==> src/rtl/core/mbae_pkg.sv <==
// shared types, constants and helpers for the modbus ascii frame encoder
package mbae_pkg;

   // default number of trailing rtu check bytes held back and dropped
   localparam int DEFAULT_CHECK_BYTES = 2;

   // depth of the command queue between front and back
   localparam int CMD_DEPTH = 2;
   localparam int CMD_PTR_W = $clog2(CMD_DEPTH);

   // configuration register indexes
   localparam logic [0:0] CSR_STRIP_CHECK_BYTES = 1'b0;
   localparam logic [0:0] CSR_ADD_FRAMING       = 1'b1;

   // ascii codes
   localparam logic [7:0] CHAR_COLON = 8'h3A;
   localparam logic [7:0] CHAR_ZERO  = 8'h30;
   localparam logic [7:0] CHAR_CR    = 8'h0D;
   localparam logic [7:0] CHAR_LF    = 8'h0A;
   localparam logic [7:0] HEX_ALPHA_GAP = 8'd7;

   // character slots of one command, emitted lowest slot first
   localparam int SLOT_COUNT  = 7;
   localparam int SLOT_COLON  = 0;
   localparam int SLOT_PAY_HI = 1;
   localparam int SLOT_PAY_LO = 2;
   localparam int SLOT_LRC_HI = 3;
   localparam int SLOT_LRC_LO = 4;
   localparam int SLOT_CR     = 5;
   localparam int SLOT_LF     = 6;

   typedef logic [SLOT_COUNT-1:0] slot_mask_type;

   // one classified input beat as handed to the back end
   typedef struct packed {
      slot_mask_type mask;
      logic [7:0]    pay;
      logic [7:0]    lrc;
      logic          last;
   } cmd_type;

   // queue status seen by the back end
   typedef struct packed {
      logic    valid;
      cmd_type head;
   } cmd_head_type;

   function automatic logic [7:0] hex_char(input logic [3:0] nib);
      logic [7:0] wide;
      wide = {4'h0, nib};
      if (nib > 4'd9) begin
         wide = wide + HEX_ALPHA_GAP;
      end
      return wide + CHAR_ZERO;
   endfunction

endpackage

==> src/rtl/core/mbae_front.sv <==
// front end: crc delay line, running sum and colon tracking, at most one command per beat
module mbae_front #(
   parameter int CHECK_BYTES = mbae_pkg::DEFAULT_CHECK_BYTES
) (
   input  logic             clock,
   input  logic             reset,
   input  logic             strip_check_bytes,
   input  logic             add_framing,
   input  logic             accept,
   input  logic [7:0]       data_byte,
   input  logic             last_byte,
   output logic             cmd_push,
   output mbae_pkg::cmd_type cmd
);
   import mbae_pkg::*;

   localparam int HOLD_DEPTH = (CHECK_BYTES > 0) ? CHECK_BYTES : 1;
   localparam int HOLD_W     = HOLD_DEPTH * 8;
   localparam int HOLD_CW    = $clog2(HOLD_DEPTH + 1);

   logic [HOLD_W-1:0]  hold_line_ff,  hold_line_in;
   logic [HOLD_CW-1:0] hold_count_ff, hold_count_in;
   logic [7:0]         check_sum_ff,  check_sum_in;
   logic               start_sent_ff, start_sent_in;

   logic               strip_active;
   logic               emit;
   logic               colon;
   logic               tail;
   logic [7:0]         pay;
   logic [7:0]         sum_next;
   logic [HOLD_W+7:0]  shifted;

   always_comb begin
      strip_active  = strip_check_bytes && (CHECK_BYTES > 0);
      hold_line_in  = hold_line_ff;
      hold_count_in = hold_count_ff;
      emit          = 1'b1;
      pay           = data_byte;
      shifted       = {data_byte, hold_line_ff} >> 8;

      if (strip_active) begin
         if (hold_count_ff < HOLD_CW'(CHECK_BYTES)) begin
            // still filling the delay line
            for (int i = 0; i < HOLD_DEPTH; i++) begin
               if (hold_count_ff == HOLD_CW'(i)) begin
                  hold_line_in[i*8 +: 8] = data_byte;
               end
            end
            hold_count_in = hold_count_ff + 1'b1;
            emit          = 1'b0;
         end else begin
            // oldest held byte leaves, new byte enters at the back
            pay          = hold_line_ff[7:0];
            hold_line_in = shifted[HOLD_W-1:0];
         end
      end

      colon    = add_framing && !start_sent_ff && (emit || last_byte);
      tail     = last_byte && add_framing;
      sum_next = emit ? (check_sum_ff + pay) : check_sum_ff;

      start_sent_in = start_sent_ff | colon;
      check_sum_in  = sum_next;
      if (last_byte) begin
         hold_count_in = '0;
         check_sum_in  = '0;
         start_sent_in = 1'b0;
      end

      cmd.mask              = '0;
      cmd.mask[SLOT_COLON]  = colon;
      cmd.mask[SLOT_PAY_HI] = emit;
      cmd.mask[SLOT_PAY_LO] = emit;
      cmd.mask[SLOT_LRC_HI] = tail;
      cmd.mask[SLOT_LRC_LO] = tail;
      cmd.mask[SLOT_CR]     = tail;
      cmd.mask[SLOT_LF]     = tail;
      cmd.pay               = pay;
      cmd.lrc               = 8'h00 - sum_next;
      cmd.last              = last_byte;

      // beats that only fill the delay line produce nothing
      cmd_push = accept && (cmd.mask != '0);
   end

   always_ff @(posedge clock) begin
      if (reset) begin
         hold_count_ff <= '0;
         check_sum_ff  <= '0;
         start_sent_ff <= 1'b0;
      end else if (accept) begin
         hold_count_ff <= hold_count_in;
         check_sum_ff  <= check_sum_in;
         start_sent_ff <= start_sent_in;
      end
   end

   always_ff @(posedge clock) begin
      if (accept) begin
         hold_line_ff <= hold_line_in;
      end
   end

endmodule

==> src/rtl/core/mbae_cmd_fifo.sv <==
// short command queue between front and back, show-ahead read
module mbae_cmd_fifo (
   input  logic                   clock,
   input  logic                   reset,
   input  logic                   push,
   input  mbae_pkg::cmd_type      push_cmd,
   input  logic                   pop,
   output logic                   full,
   output mbae_pkg::cmd_head_type head
);
   import mbae_pkg::*;

   cmd_type              entry_ff [CMD_DEPTH];
   logic [CMD_PTR_W-1:0] wr_ptr_ff, wr_ptr_in;
   logic [CMD_PTR_W-1:0] rd_ptr_ff, rd_ptr_in;
   logic [CMD_PTR_W:0]   count_ff,  count_in;
   logic                 do_pop;

   always_comb begin
      full       = (count_ff == (CMD_PTR_W+1)'(CMD_DEPTH));
      head.valid = (count_ff != '0);
      head.head  = entry_ff[rd_ptr_ff];
      do_pop     = pop && head.valid;
      wr_ptr_in  = push ? wr_ptr_ff + 1'b1 : wr_ptr_ff;
      rd_ptr_in  = do_pop ? rd_ptr_ff + 1'b1 : rd_ptr_ff;
      count_in   = count_ff + (CMD_PTR_W+1)'(push) - (CMD_PTR_W+1)'(do_pop);
   end

   always_ff @(posedge clock) begin
      if (reset) begin
         wr_ptr_ff <= '0;
         rd_ptr_ff <= '0;
         count_ff  <= '0;
      end else begin
         wr_ptr_ff <= wr_ptr_in;
         rd_ptr_ff <= rd_ptr_in;
         count_ff  <= count_in;
      end
   end

   always_ff @(posedge clock) begin
      if (push) begin
         entry_ff[wr_ptr_ff] <= push_cmd;
      end
   end

endmodule

==> src/rtl/core/mbae_back.sv <==
// back end: walks each command's character slots, one character per cycle unless stalled
module mbae_back (
   input  logic                   clock,
   input  logic                   reset,
   input  mbae_pkg::cmd_head_type head,
   output logic                   head_pop,
   input  logic                   rsp_pop,
   output logic                   rsp_empty,
   output logic [7:0]             rsp_ascii_char,
   output logic                   rsp_run_end,
   output logic                   rsp_frame_end
);
   import mbae_pkg::*;

   logic          cur_valid_ff, cur_valid_in;
   cmd_type       cur_ff, cur_in;
   logic          out_valid_ff, out_valid_in;
   logic [7:0]    out_char_ff, out_char_in;
   logic          out_run_end_ff, out_run_end_in;
   logic          out_frame_end_ff, out_frame_end_in;

   logic          advance;
   logic          step;
   logic          finishing;
   slot_mask_type lowest;
   slot_mask_type remain;
   logic [7:0]    char_sel;

   always_comb begin
      lowest = cur_ff.mask & (~cur_ff.mask + 1'b1);
      remain = cur_ff.mask & ~lowest;

      if (lowest[SLOT_COLON]) begin
         char_sel = CHAR_COLON;
      end else if (lowest[SLOT_PAY_HI]) begin
         char_sel = hex_char(cur_ff.pay[7:4]);
      end else if (lowest[SLOT_PAY_LO]) begin
         char_sel = hex_char(cur_ff.pay[3:0]);
      end else if (lowest[SLOT_LRC_HI]) begin
         char_sel = hex_char(cur_ff.lrc[7:4]);
      end else if (lowest[SLOT_LRC_LO]) begin
         char_sel = hex_char(cur_ff.lrc[3:0]);
      end else if (lowest[SLOT_CR]) begin
         char_sel = CHAR_CR;
      end else begin
         char_sel = CHAR_LF;
      end

      advance   = !out_valid_ff || rsp_pop;
      step      = advance && cur_valid_ff;
      finishing = step && (remain == '0);
      head_pop  = head.valid && (!cur_valid_ff || finishing);

      cur_valid_in = cur_valid_ff;
      cur_in       = cur_ff;
      if (head_pop) begin
         cur_valid_in = 1'b1;
         cur_in       = head.head;
      end else if (finishing) begin
         cur_valid_in = 1'b0;
      end else if (step) begin
         cur_in.mask  = remain;
      end

      out_valid_in     = out_valid_ff;
      out_char_in      = out_char_ff;
      out_run_end_in   = out_run_end_ff;
      out_frame_end_in = out_frame_end_ff;
      if (step) begin
         out_valid_in     = 1'b1;
         out_char_in      = char_sel;
         out_run_end_in   = (remain == '0);
         out_frame_end_in = (remain == '0) && cur_ff.last;
      end else if (advance) begin
         out_valid_in = 1'b0;
      end

      rsp_empty      = !out_valid_ff;
      rsp_ascii_char = out_char_ff;
      rsp_run_end    = out_run_end_ff;
      rsp_frame_end  = out_frame_end_ff;
   end

   always_ff @(posedge clock) begin
      if (reset) begin
         cur_valid_ff <= 1'b0;
         out_valid_ff <= 1'b0;
      end else begin
         cur_valid_ff <= cur_valid_in;
         out_valid_ff <= out_valid_in;
      end
   end

   always_ff @(posedge clock) begin
      cur_ff           <= cur_in;
      out_char_ff      <= out_char_in;
      out_run_end_ff   <= out_run_end_in;
      out_frame_end_ff <= out_frame_end_in;
   end

endmodule

==> src/rtl/core/modbus_ascii_frame_encoder.sv <==
// top level of the modbus ascii frame encoder with lrc
// rtu bytes go in one beat at a time (last_byte marks the end of a frame) and modbus
// ascii characters come out one beat at a time: an optional colon, two uppercase hex
// characters per payload byte, and at frame end with framing on the lrc as two hex
// characters and cr lf. with strip_check_bytes set, the last CHECK_BYTES bytes of each
// frame are treated as the rtu crc and dropped through a short delay line. the front
// end takes one byte per cycle while the two-entry command queue has room; the back
// end emits one character per cycle unless stalled. throughput is set by the single
// character output port. csr writes are always ready and should only be made while no
// frame is in flight.
module modbus_ascii_frame_encoder #(
   parameter int CHECK_BYTES = mbae_pkg::DEFAULT_CHECK_BYTES
) (
   input  logic       clock,
   input  logic       reset,
   // rtu byte input
   input  logic       push,
   output logic       full,
   input  logic [7:0] req_data_byte,
   input  logic       req_last_byte,
   // ascii character output
   output logic       empty,
   input  logic       pop,
   output logic [7:0] rsp_ascii_char,
   output logic       rsp_run_end,
   output logic       rsp_frame_end,
   // register writes
   input  logic       csr_valid,
   output logic       csr_ready,
   input  logic [0:0] csr_index,
   input  logic [0:0] csr_data
);
   import mbae_pkg::*;

   logic         strip_ff, strip_in;
   logic         framing_ff, framing_in;
   logic         req_accept;
   logic         cmd_push;
   cmd_type      cmd;
   logic         fifo_full;
   cmd_head_type head;
   logic         head_pop;

   // configuration registers
   always_comb begin
      csr_ready  = 1'b1;
      strip_in   = strip_ff;
      framing_in = framing_ff;
      if (csr_valid) begin
         unique case (csr_index)
            CSR_STRIP_CHECK_BYTES: strip_in   = csr_data[0];
            CSR_ADD_FRAMING:       framing_in = csr_data[0];
            default: ;
         endcase
      end
   end

   always_ff @(posedge clock) begin
      if (reset) begin
         strip_ff   <= 1'b1;
         framing_ff <= 1'b1;
      end else begin
         strip_ff   <= strip_in;
         framing_ff <= framing_in;
      end
   end

   // input beat taken whenever the command queue has room
   assign full       = fifo_full;
   assign req_accept = push && !fifo_full;

   mbae_front #(
      .CHECK_BYTES(CHECK_BYTES)
   ) u_front (
      .clock             (clock),
      .reset             (reset),
      .strip_check_bytes (strip_ff),
      .add_framing       (framing_ff),
      .accept            (req_accept),
      .data_byte         (req_data_byte),
      .last_byte         (req_last_byte),
      .cmd_push          (cmd_push),
      .cmd               (cmd)
   );

   mbae_cmd_fifo u_cmd_fifo (
      .clock    (clock),
      .reset    (reset),
      .push     (cmd_push),
      .push_cmd (cmd),
      .pop      (head_pop),
      .full     (fifo_full),
      .head     (head)
   );

   mbae_back u_back (
      .clock          (clock),
      .reset          (reset),
      .head           (head),
      .head_pop       (head_pop),
      .rsp_pop        (pop),
      .rsp_empty      (empty),
      .rsp_ascii_char (rsp_ascii_char),
      .rsp_run_end    (rsp_run_end),
      .rsp_frame_end  (rsp_frame_end)
   );

   // the end of a frame always closes the run of its beat
   assert property (@(posedge clock) disable iff (reset)
      (!empty && rsp_frame_end) |-> rsp_run_end)
      else $error("frame end without run end");

   // only colon, hex digits, cr and lf ever leave the block
   assert property (@(posedge clock) disable iff (reset)
      !empty |-> (rsp_ascii_char == CHAR_COLON || rsp_ascii_char == CHAR_CR ||
                  rsp_ascii_char == CHAR_LF ||
                  (rsp_ascii_char >= 8'h30 && rsp_ascii_char <= 8'h39) ||
                  (rsp_ascii_char >= 8'h41 && rsp_ascii_char <= 8'h46)))
      else $error("illegal ascii character");

   // with framing on, a frame end beat is always the line feed
   assert property (@(posedge clock) disable iff (reset)
      (!empty && rsp_frame_end && framing_ff) |-> (rsp_ascii_char == CHAR_LF))
      else $error("framed frame does not end in lf");

   // output side is empty right after reset
   assert property (@(posedge clock) reset |=> empty)
      else $error("output not empty after reset");

endmodule
==> config.mk <==
export PLATFORM = sky130hd
export DESIGN_NAME = modbus_ascii_frame_encoder
export DESIGN_NICKNAME = d
export VERILOG_FILES = /design/src/rtl/core/mbae_pkg.sv /design/src/rtl/core/mbae_front.sv /design/src/rtl/core/mbae_cmd_fifo.sv /design/src/rtl/core/mbae_back.sv /design/src/rtl/core/modbus_ascii_frame_encoder.sv
export SDC_FILE = /design/constraint.sdc
export NUM_CORES = 1
export LEC_CHECK = 0
export ABC_AREA = 0
export BUFFER_PORTS_ARGS = -buffer_cell sky130_fd_sc_hd__buf_2
export CELL_PAD_IN_SITES_DETAIL_PLACEMENT = 1
export CELL_PAD_IN_SITES_GLOBAL_PLACEMENT = 2
export CORE_UTILIZATION = 45
export DETAILED_ROUTE_END_ITERATION = 10
export PLACE_DENSITY = 0.82
export SKIP_LAST_GASP = 1
export SLEW_MARGIN = 10
export SYNTH_ARGS = -nofsm -noshare
export SYNTH_HDL_FRONTEND = slang
export SYNTH_SLANG_ARGS = --single-unit
export TNS_END_PERCENT = 30
==> constraint.sdc <==
create_clock -name clock -period 6.7 [get_ports clock]
set_input_delay 0 -clock clock [delete_from_list [all_inputs] [get_ports clock]]
set_output_delay 0 -clock clock [all_outputs]
set_load 0.05 [all_outputs]
==> results of run 1 <==
-- stage by stage --
stage          utilization  worst slack, ps
6_report            0.5279             3026
5_1_grt             0.5279             2777
4_1_cts             0.5279             3036
3_5_place_dp        0.4897             3068
3_3_place_gp        0.4897             3193
2_1_floorplan            -             3549
-- cell usage in the layout, fill, tap and decap left out, types with 8 or more instances in the layout --
cell type / instances
sky130_fd_sc_hd__a21oi_1: 20
sky130_fd_sc_hd__buf_2: 26
sky130_fd_sc_hd__clkbuf_16: 9
sky130_fd_sc_hd__dfxtp_1: 20
sky130_fd_sc_hd__dlygate4sd3_1: 14
sky130_fd_sc_hd__edfxtp_1: 88
sky130_fd_sc_hd__ha_1: 20
sky130_fd_sc_hd__inv_1: 19
sky130_fd_sc_hd__mux2_2: 35
sky130_fd_sc_hd__nand2_1: 33
sky130_fd_sc_hd__nand3_1: 9
sky130_fd_sc_hd__nor2_1: 31
sky130_fd_sc_hd__o21ai_0: 21
sky130_fd_sc_hd__xnor2_1: 10
sky130_fd_sc_hd__xor2_1: 8
-- per-layer routing --
layer	up-vias	global-route usage	routed length (um)
met3	12	0.03228	221
met2	41	0.3670	5558
met1	1589	0.2239	4443
li1	1595	-	-
met5	-	0	0
met4	0	0.07046	159
-- worst paths after layout --
kind	end	from	slack (ps)
worst max-delay path	u_cmd_fifo.entry_ff[0][8]$_DFFE_PP_	u_front.hold_count_ff[1]$_SDFFE_PP0P_	3030
worst min-delay path	u_front.start_sent_ff$_SDFFE_PP0P_	req_last_byte	30
worst max register to register	u_cmd_fifo.entry_ff[0][8]$_DFFE_PP_	u_front.hold_count_ff[1]$_SDFFE_PP0P_	3030
worst min register to register	u_front.check_sum_ff[5]$_SDFFE_PP0P_	u_front.check_sum_ff[5]$_SDFFE_PP0P_	500
-- cell type report --
type | instances | area (sq um)
clock inverter | 6 | 40.04
timing repair buffer | 42 | 285.3
inverter | 20 | 75.07
multi-input combinational | 271 | 1941
tap | 140 | 175.2
fill | 1151 | 5185
clock buffer | 10 | 239.0
sequential | 108 | 3043
-- worst max-delay path, cell delays in order, from the launching register on --
cell and delay [ps]:
sky130_fd_sc_hd__dfxtp_1 600, sky130_fd_sc_hd__nand2_1 340, sky130_fd_sc_hd__mux2_2 390, sky130_fd_sc_hd__ha_1 240, sky130_fd_sc_hd__fa_1 430, sky130_fd_sc_hd__xor2_1 180, sky130_fd_sc_hd__mux2i_1 330, sky130_fd_sc_hd__nand3_1 200
sky130_fd_sc_hd__a2111oi_2 350, sky130_fd_sc_hd__nand3_1 150, sky130_fd_sc_hd__xor2_1 190
-- logic make-up (layout without fill, tap and decap cells) --
logic type,after synthesis,after routing,synth area share
AOI/OAI and AO/OA,82,82,0.1052
xor gates and xnor gates,18,18,0.03060
adders and majority gates,21,21,0.05247
buffers and inverters,39,78,0.03255
DFF,108,108,0.5907
muxes,41,41,0.08817
other,2,2,0.001458
and+or+nand+nor,107,107,0.09886
-- power groups by stage --
stage | sequential [mW] | clock, mW | combinational (mW)
floorplan | 1.06 | 0 | 0.521
global placement | 1.07 | 0 | 0.657
detailed placement | 1.08 | 0 | 0.687
CTS | 1.06 | 0.508 | 0.698
global route | 1.09 | 0.526 | 0.765
finish | 1.06 | 0.491 | 0.689
-- sequential cells by signal, indices dropped and copies added, names as in the netlist, 2 cells and up, named ones only --
| name | flops |
|---|---|
| u_back.cur_ff | 24 |
| u_cmd_fifo.count_ff | 2 |
| u_front.check_sum_ff | 8 |
| u_cmd_fifo.entry_ff | 40 |
| u_front.hold_line_ff | 16 |
| u_back.rsp_ascii_char | 6 |
| u_front.hold_count_ff | 2 |
==> flow_metrics.py, run 1 <==
metrics = {
    "outcome": {
        "run_status": "completed",
    },
    "placed_design": {
        "detailed_place.area_sq_mm": 0.005379,
        "number_of_cells_in_the_design_after_placement": 567,
        "gp_congestion": 0.8468,
        "place_hpwl_um": 7611,
        "place.port_buffers": 26,
    },
    "timing": {
        "finClkSkew_ps": 11.07,
        "tightest_slew_ps": 868.9,
        "min_period_over_period": 0.5483,
        "fin_setup_tns_ps": 0,
        "hold_violations": 0,
        "relSlewSlack": 0.4199,
        "max_freq_mhz": 272.2,
        "slew_violations": 0,
        "finish_stage_setup_viols": 0,
        "final_period_minus_worst_setup_slack_ps": 3674,
        "rsz_0062_raised_after_global_routing": "false",
        "holdWs_ps": 28.00,
    },
    "finish": {
        "final_design_area_no_fill_sq_mm": 0.005798,
        "area_growth_pct": 12.56,
        "number_of_cells_in_the_finished_layout_apart_from_fillers": 597,
        "insertedDiodeCount": 0,
        "drive_above_1_share": 0.1838,
        "fin_nets": 489,
    },
    "synthesis": {
        "synth.cell_area_sq_mm": 0.005151,
        "synthTopCellsByArea": "sky130_fd_sc_hd__edfxtp_1 51%, sky130_fd_sc_hd__dfxtp_1 7.8%, sky130_fd_sc_hd__mux2_2 7.7%",
        "synthesis.yosys.warnings": 0,
        "yosys.cell_types.count": 58,
        "post_synth_edffs": 88,
        "most_common_cell_in_the_synthesized_netlist": "sky130_fd_sc_hd__edfxtp_1",
        "synth_top_cell_area_share": 0.5130,
        "number_of_register_bits_inferred_by_synthesis": 108,
        "seq_area_frac_synth": 0.5907,
        "yosys-top-cells-count": "88 x sky130_fd_sc_hd__edfxtp_1, 35 x sky130_fd_sc_hd__mux2_2, 33 x sky130_fd_sc_hd__nand2_1",
        "synthesis.instances": 418,
        "net_count_of_the_mapped_netlist": 455,
        "synth-async-reset-ratio": 0,
        "yosysTopAreaCell": "sky130_fd_sc_hd__edfxtp_1",
        "synth_flop_cell": "sky130_fd_sc_hd__edfxtp_1",
        "syn_avg_cell_area_sq_um": 12.32,
    },
    "floorplan": {
        "core_area_sq_mm": 0.01098,
        "pin_count": 29,
        "die_width_um": 109.0,
        "initial_standard_cell_utilization_of_the_core": 0.4690,
        "dieArea_sq_mm": 0.01188,
        "fp.dieH_um": 109.0,
        "placement_rows": 38,
    },
    "grt": {
        "grt_antenna_before_repair": 0,
        "largest_net_degree_at_the_start_of_global_routing": 29,
        "track_usage": 0.1966,
        "global_route.overflow_total": 0,
        "first_global_vias": 3469,
        "grt_first_pass_wirelength_um": 17320,
    },
    "setup_path": {
        "criticalPathCategory": "register to register",
        "critPathLaunchType": "register",
        "worstPathRequired_ps": 6790,
        "worst_ep_arrival_time_ps": 3760,
        "largest_fanout_on_the_critical_path": 11,
        "cp-end-kind": "register",
        "ff_to_ff_path_depth": 10,
    },
    "route": {
        "final_routed_wire_length_divided_by_cell_count_um": 17.39,
        "drc": 0,
        "drt_wl_total_um": 10380,
        "via_count": 3237,
        "viasPerCell": 5.422,
        "detail_route.first_pass.iterations": 4,
        "antenna_viol_nets_final": 0,
        "drt-initial-drc-count": 110,
    },
    "power_and_ir_drop": {
        "static-leakage-power_nw": 2.141,
        "report.power.total_mw": 2.243,
        "fraction_of_power_spent_switching_nets": 0.3527,
        "net-switching-power_mw": 0.7911,
        "power_report.internal_total_mw": 1.452,
        "sequentialPowerShare": 0.474,
        "power_frac_clock": 0.219,
        "power.density_cell_area_mw_per_mm2": 386.9,
        "vdd_drop_max_v": 0.0002052,
        "power_share_of_the_combinational_group": 0.307,
    },
    "clocking": {
        "worst_skew_pair.late_latency_ps": 350,
        "cts_inserted_buffers": 9,
        "cts_tree": "built",
        "post_cts_buffers": 0,
        "cts_resized": 0,
        "tritoncts_num_sinks": 108,
        "clockRootBuffer": "sky130_fd_sc_hd__clkbuf_16",
        "cts_hold_buffers": 14,
        "clk_pin_slew_worst_paths_ps": 70,
        "clock_path_buffers": 2,
        "h-tree-depth": 3,
    },
    "hold_path": {
        "holdCritPathClass": "input port to register",
        "timing.hold.worst_path_depth": 2,
    },
    "flow_run": {
        "max-cap-violations": 0,
    },
}
Power figures use the tool's default switching activity.
==> run 2, diff against run 1 <==
CORE_UTILIZATION = 42   (was 45)
PLACE_DENSITY = 0.77   (was 0.82)
clock period = 3.65 ns   (was 6.7 ns; I/O delays follow)
==> run 2 against run 1 <==
  * Die area grew 7.0%
  * Clock-buffer cell count up 1
  * Largest cell class unchanged
  * Sequential cell count unchanged
  * Fmax grew 17%
  * Sequential power grew 79%
  * Power rose by 84%
  * Final cell count rose by 2.5%
  * First-iteration DRC count is 16% lower
  * Clock skew is 3.4 ps lower
  * Sequential share of layout area down 0.44 points
  * Combinational power up 93%
==> flow_metrics.py, run 2 (synthesis results as in run 1) <==
metrics = {
    "power_and_ir_drop": {
        "power.density_cell_area_mw_per_mm2": 704.3,
        "vdd_drop_max_v": 0.0002404,
        "static-leakage-power_nw": 2.173,
    },
    "clocking": {
        "cts_hold_buffers": 13,
        "h-tree-depth": 3,
        "clk_pin_slew_worst_paths_ps": 70,
        "clock_path_buffers": 2,
        "clockRootBuffer": "sky130_fd_sc_hd__clkbuf_16",
        "cts_resized": 0,
        "cts_tree": "built",
        "post_cts_buffers": 0,
        "worst_skew_pair.late_latency_ps": 350,
        "cts_inserted_buffers": 9,
        "tritoncts_num_sinks": 108,
    },
    "setup_path": {
        "largest_fanout_on_the_critical_path": 7,
        "critPathLaunchType": "register",
        "worst_ep_arrival_time_ps": 3210,
        "criticalPathCategory": "register to register",
        "timing.reg2reg.setup_slack_ps": 520,
        "cp-end-kind": "register",
        "worstPathRequired_ps": 3730,
    },
    "finish": {
        "drive_above_1_share": 0.1957,
        "mostFrequentLayoutCell": "sky130_fd_sc_hd__edfxtp_1",
        "largest_register": "u_cmd_fifo.entry_ff",
        "largestRegisters": "u_cmd_fifo.entry_ff x40, u_back.cur_ff x24, u_front.hold_line_ff x16",
        "insertedDiodeCount": 0,
        "largest_register_ffs": 40,
        "number_of_cells_in_the_finished_layout_apart_from_fillers": 612,
        "layout.cells.most_common_list": "88 x sky130_fd_sc_hd__edfxtp_1, 35 x sky130_fd_sc_hd__mux2_2, 33 x sky130_fd_sc_hd__nand2_1",
        "final_core_utilization": 0.4888,
        "area_growth_pct": 13.51,
        "fin_nets": 497,
    },
    "route": {
        "antenna_viol_nets_final": 0,
        "drt_wl_total_um": 10290,
        "final_routed_wire_length_divided_by_cell_count_um": 16.81,
        "detail_route.first_pass.iterations": 4,
        "viasPerCell": 5.297,
        "via_count": 3242,
        "drt-initial-drc-count": 92,
        "drc": 0,
    },
    "timing": {
        "finClkSkew_ps": 7.633,
        "final_period_minus_worst_setup_slack_ps": 3127,
        "rsz_0062_raised_after_global_routing": "false",
        "relSlewSlack": 0.3817,
        "final_critical_path_setup_slack_ps": 522.8,
        "hold_violations": 0,
        "slew_violations": 0,
        "min_period_over_period": 0.8568,
        "finish_stage_setup_viols": 0,
        "fin_setup_tns_ps": 0,
        "max_freq_mhz": 319.8,
        "tightest_slew_ps": 926.2,
    },
    "grt": {
        "first_global_vias": 3376,
        "global_route.overflow_total": 0,
        "grt_antenna_before_repair": 0,
        "largest_net_degree_at_the_start_of_global_routing": 27,
        "grt_first_pass_wirelength_um": 17040,
        "track_usage": 0.1763,
    },
    "floorplan": {
        "core_area_sq_mm": 0.01196,
        "pin_count": 29,
        "placement_rows": 40,
        "dieArea_sq_mm": 0.01271,
        "die_width_um": 112.7,
        "fp.dieH_um": 112.7,
        "initial_standard_cell_utilization_of_the_core": 0.4306,
    },
    "flow_run": {
        "max-cap-violations": 0,
    },
    "placed_design": {
        "place.port_buffers": 26,
        "dp_worst_setup_slack_ps": 522.0,
        "place_hpwl_um": 7428,
        "gp_congestion": 0.8430,
        "number_of_cells_in_the_design_after_placement": 583,
    },
    "hold_path": {
        "holdCritPathClass": "input port to register",
    },
    "outcome": {
        "run_status": "completed",
    },
}
run 2: cell count changes in the layout (fill, tap and decap cells not counted), sizes merged:
cell         previous run  this run
buf                    28        37
clkbuf                 10        11
clkinvlp                3         2
dlygate4sd3            14        13
run 2: through the flow:
| stage | cell area (sq um) | hold WS [ps] | power, mW |
|---|---|---|---|
| 3_3_place_gp | 5455 | 208.9 | 3.214 |
| 4_1_cts | 5847 | 14.74 | 4.166 |
| 5_1_grt | 5847 | 28.23 | 4.364 |
| 3_5_place_dp | 5455 | 210.2 | 3.267 |
| 6_report | 5847 | 26.38 | 4.118 |
| 2_1_floorplan | 5151 | 98.87 | 2.907 |
run 2: worst paths after layout:
path	from	end	depth (start not counted)
setup / recovery	strip_ff$_SDFFE_PP1P_	u_cmd_fifo.entry_ff[0][8]$_DFFE_PP_	10
hold / removal	csr_index	strip_ff$_SDFFE_PP1P_	4
setup reg to reg	strip_ff$_SDFFE_PP1P_	u_cmd_fifo.entry_ff[0][8]$_DFFE_PP_	10
hold reg to reg	u_front.check_sum_ff[5]$_SDFFE_PP0P_	u_front.check_sum_ff[5]$_SDFFE_PP0P_	2
run 2: layer usage:
layer / share of wire / vias up / wire [um] / track usage
met2: 0.52 / 31 / 5309 / 0.3226
met1: 0.45 / 1583 / 4635 / 0.2049
li1: - / 1616 / - / -
met5: 0 / - / 0 / 0
met3: 0.013 / 12 / 131 / 0.02410
met4: 0.020 / 0 / 209 / 0.08089
run 2: critical path, stage by stage, from the launching register on:
cell                        delay, ps
sky130_fd_sc_hd__dfxtp_1          340
sky130_fd_sc_hd__nand2_1          130
sky130_fd_sc_hd__buf_4            180
sky130_fd_sc_hd__mux2_2           390
sky130_fd_sc_hd__fa_1             500
sky130_fd_sc_hd__a21o_1           180
sky130_fd_sc_hd__a211oi_1         230
sky130_fd_sc_hd__o31ai_1          180
sky130_fd_sc_hd__a2111oi_2        400
sky130_fd_sc_hd__nand3_1          140
sky130_fd_sc_hd__xor2_1           190
run 2: final cells by class:
type / instances / area (sq um)
fillers: 1264 / 6115
multi-input cells: 271 / 1941
well taps: 147 / 183.9
repair buffers: 50 / 342.8
inverters: 20 / 75.07
clock inverters: 5 / 28.78
flip-flops and latches: 108 / 3043
clock buffers: 11 / 232.7
run 2: report_power, final:
| part | switching (mW) | internal [mW] | leakage (nW) |
|---|---|---|---|
| Clock | 0.422 | 0.459 | 0.123 |
| Combinational | 0.828 | 0.507 | 1.06 |
| Sequential | 0.193 | 1.71 | 0.986 |
| Total | 1.44 | 2.67 | 2.17 |
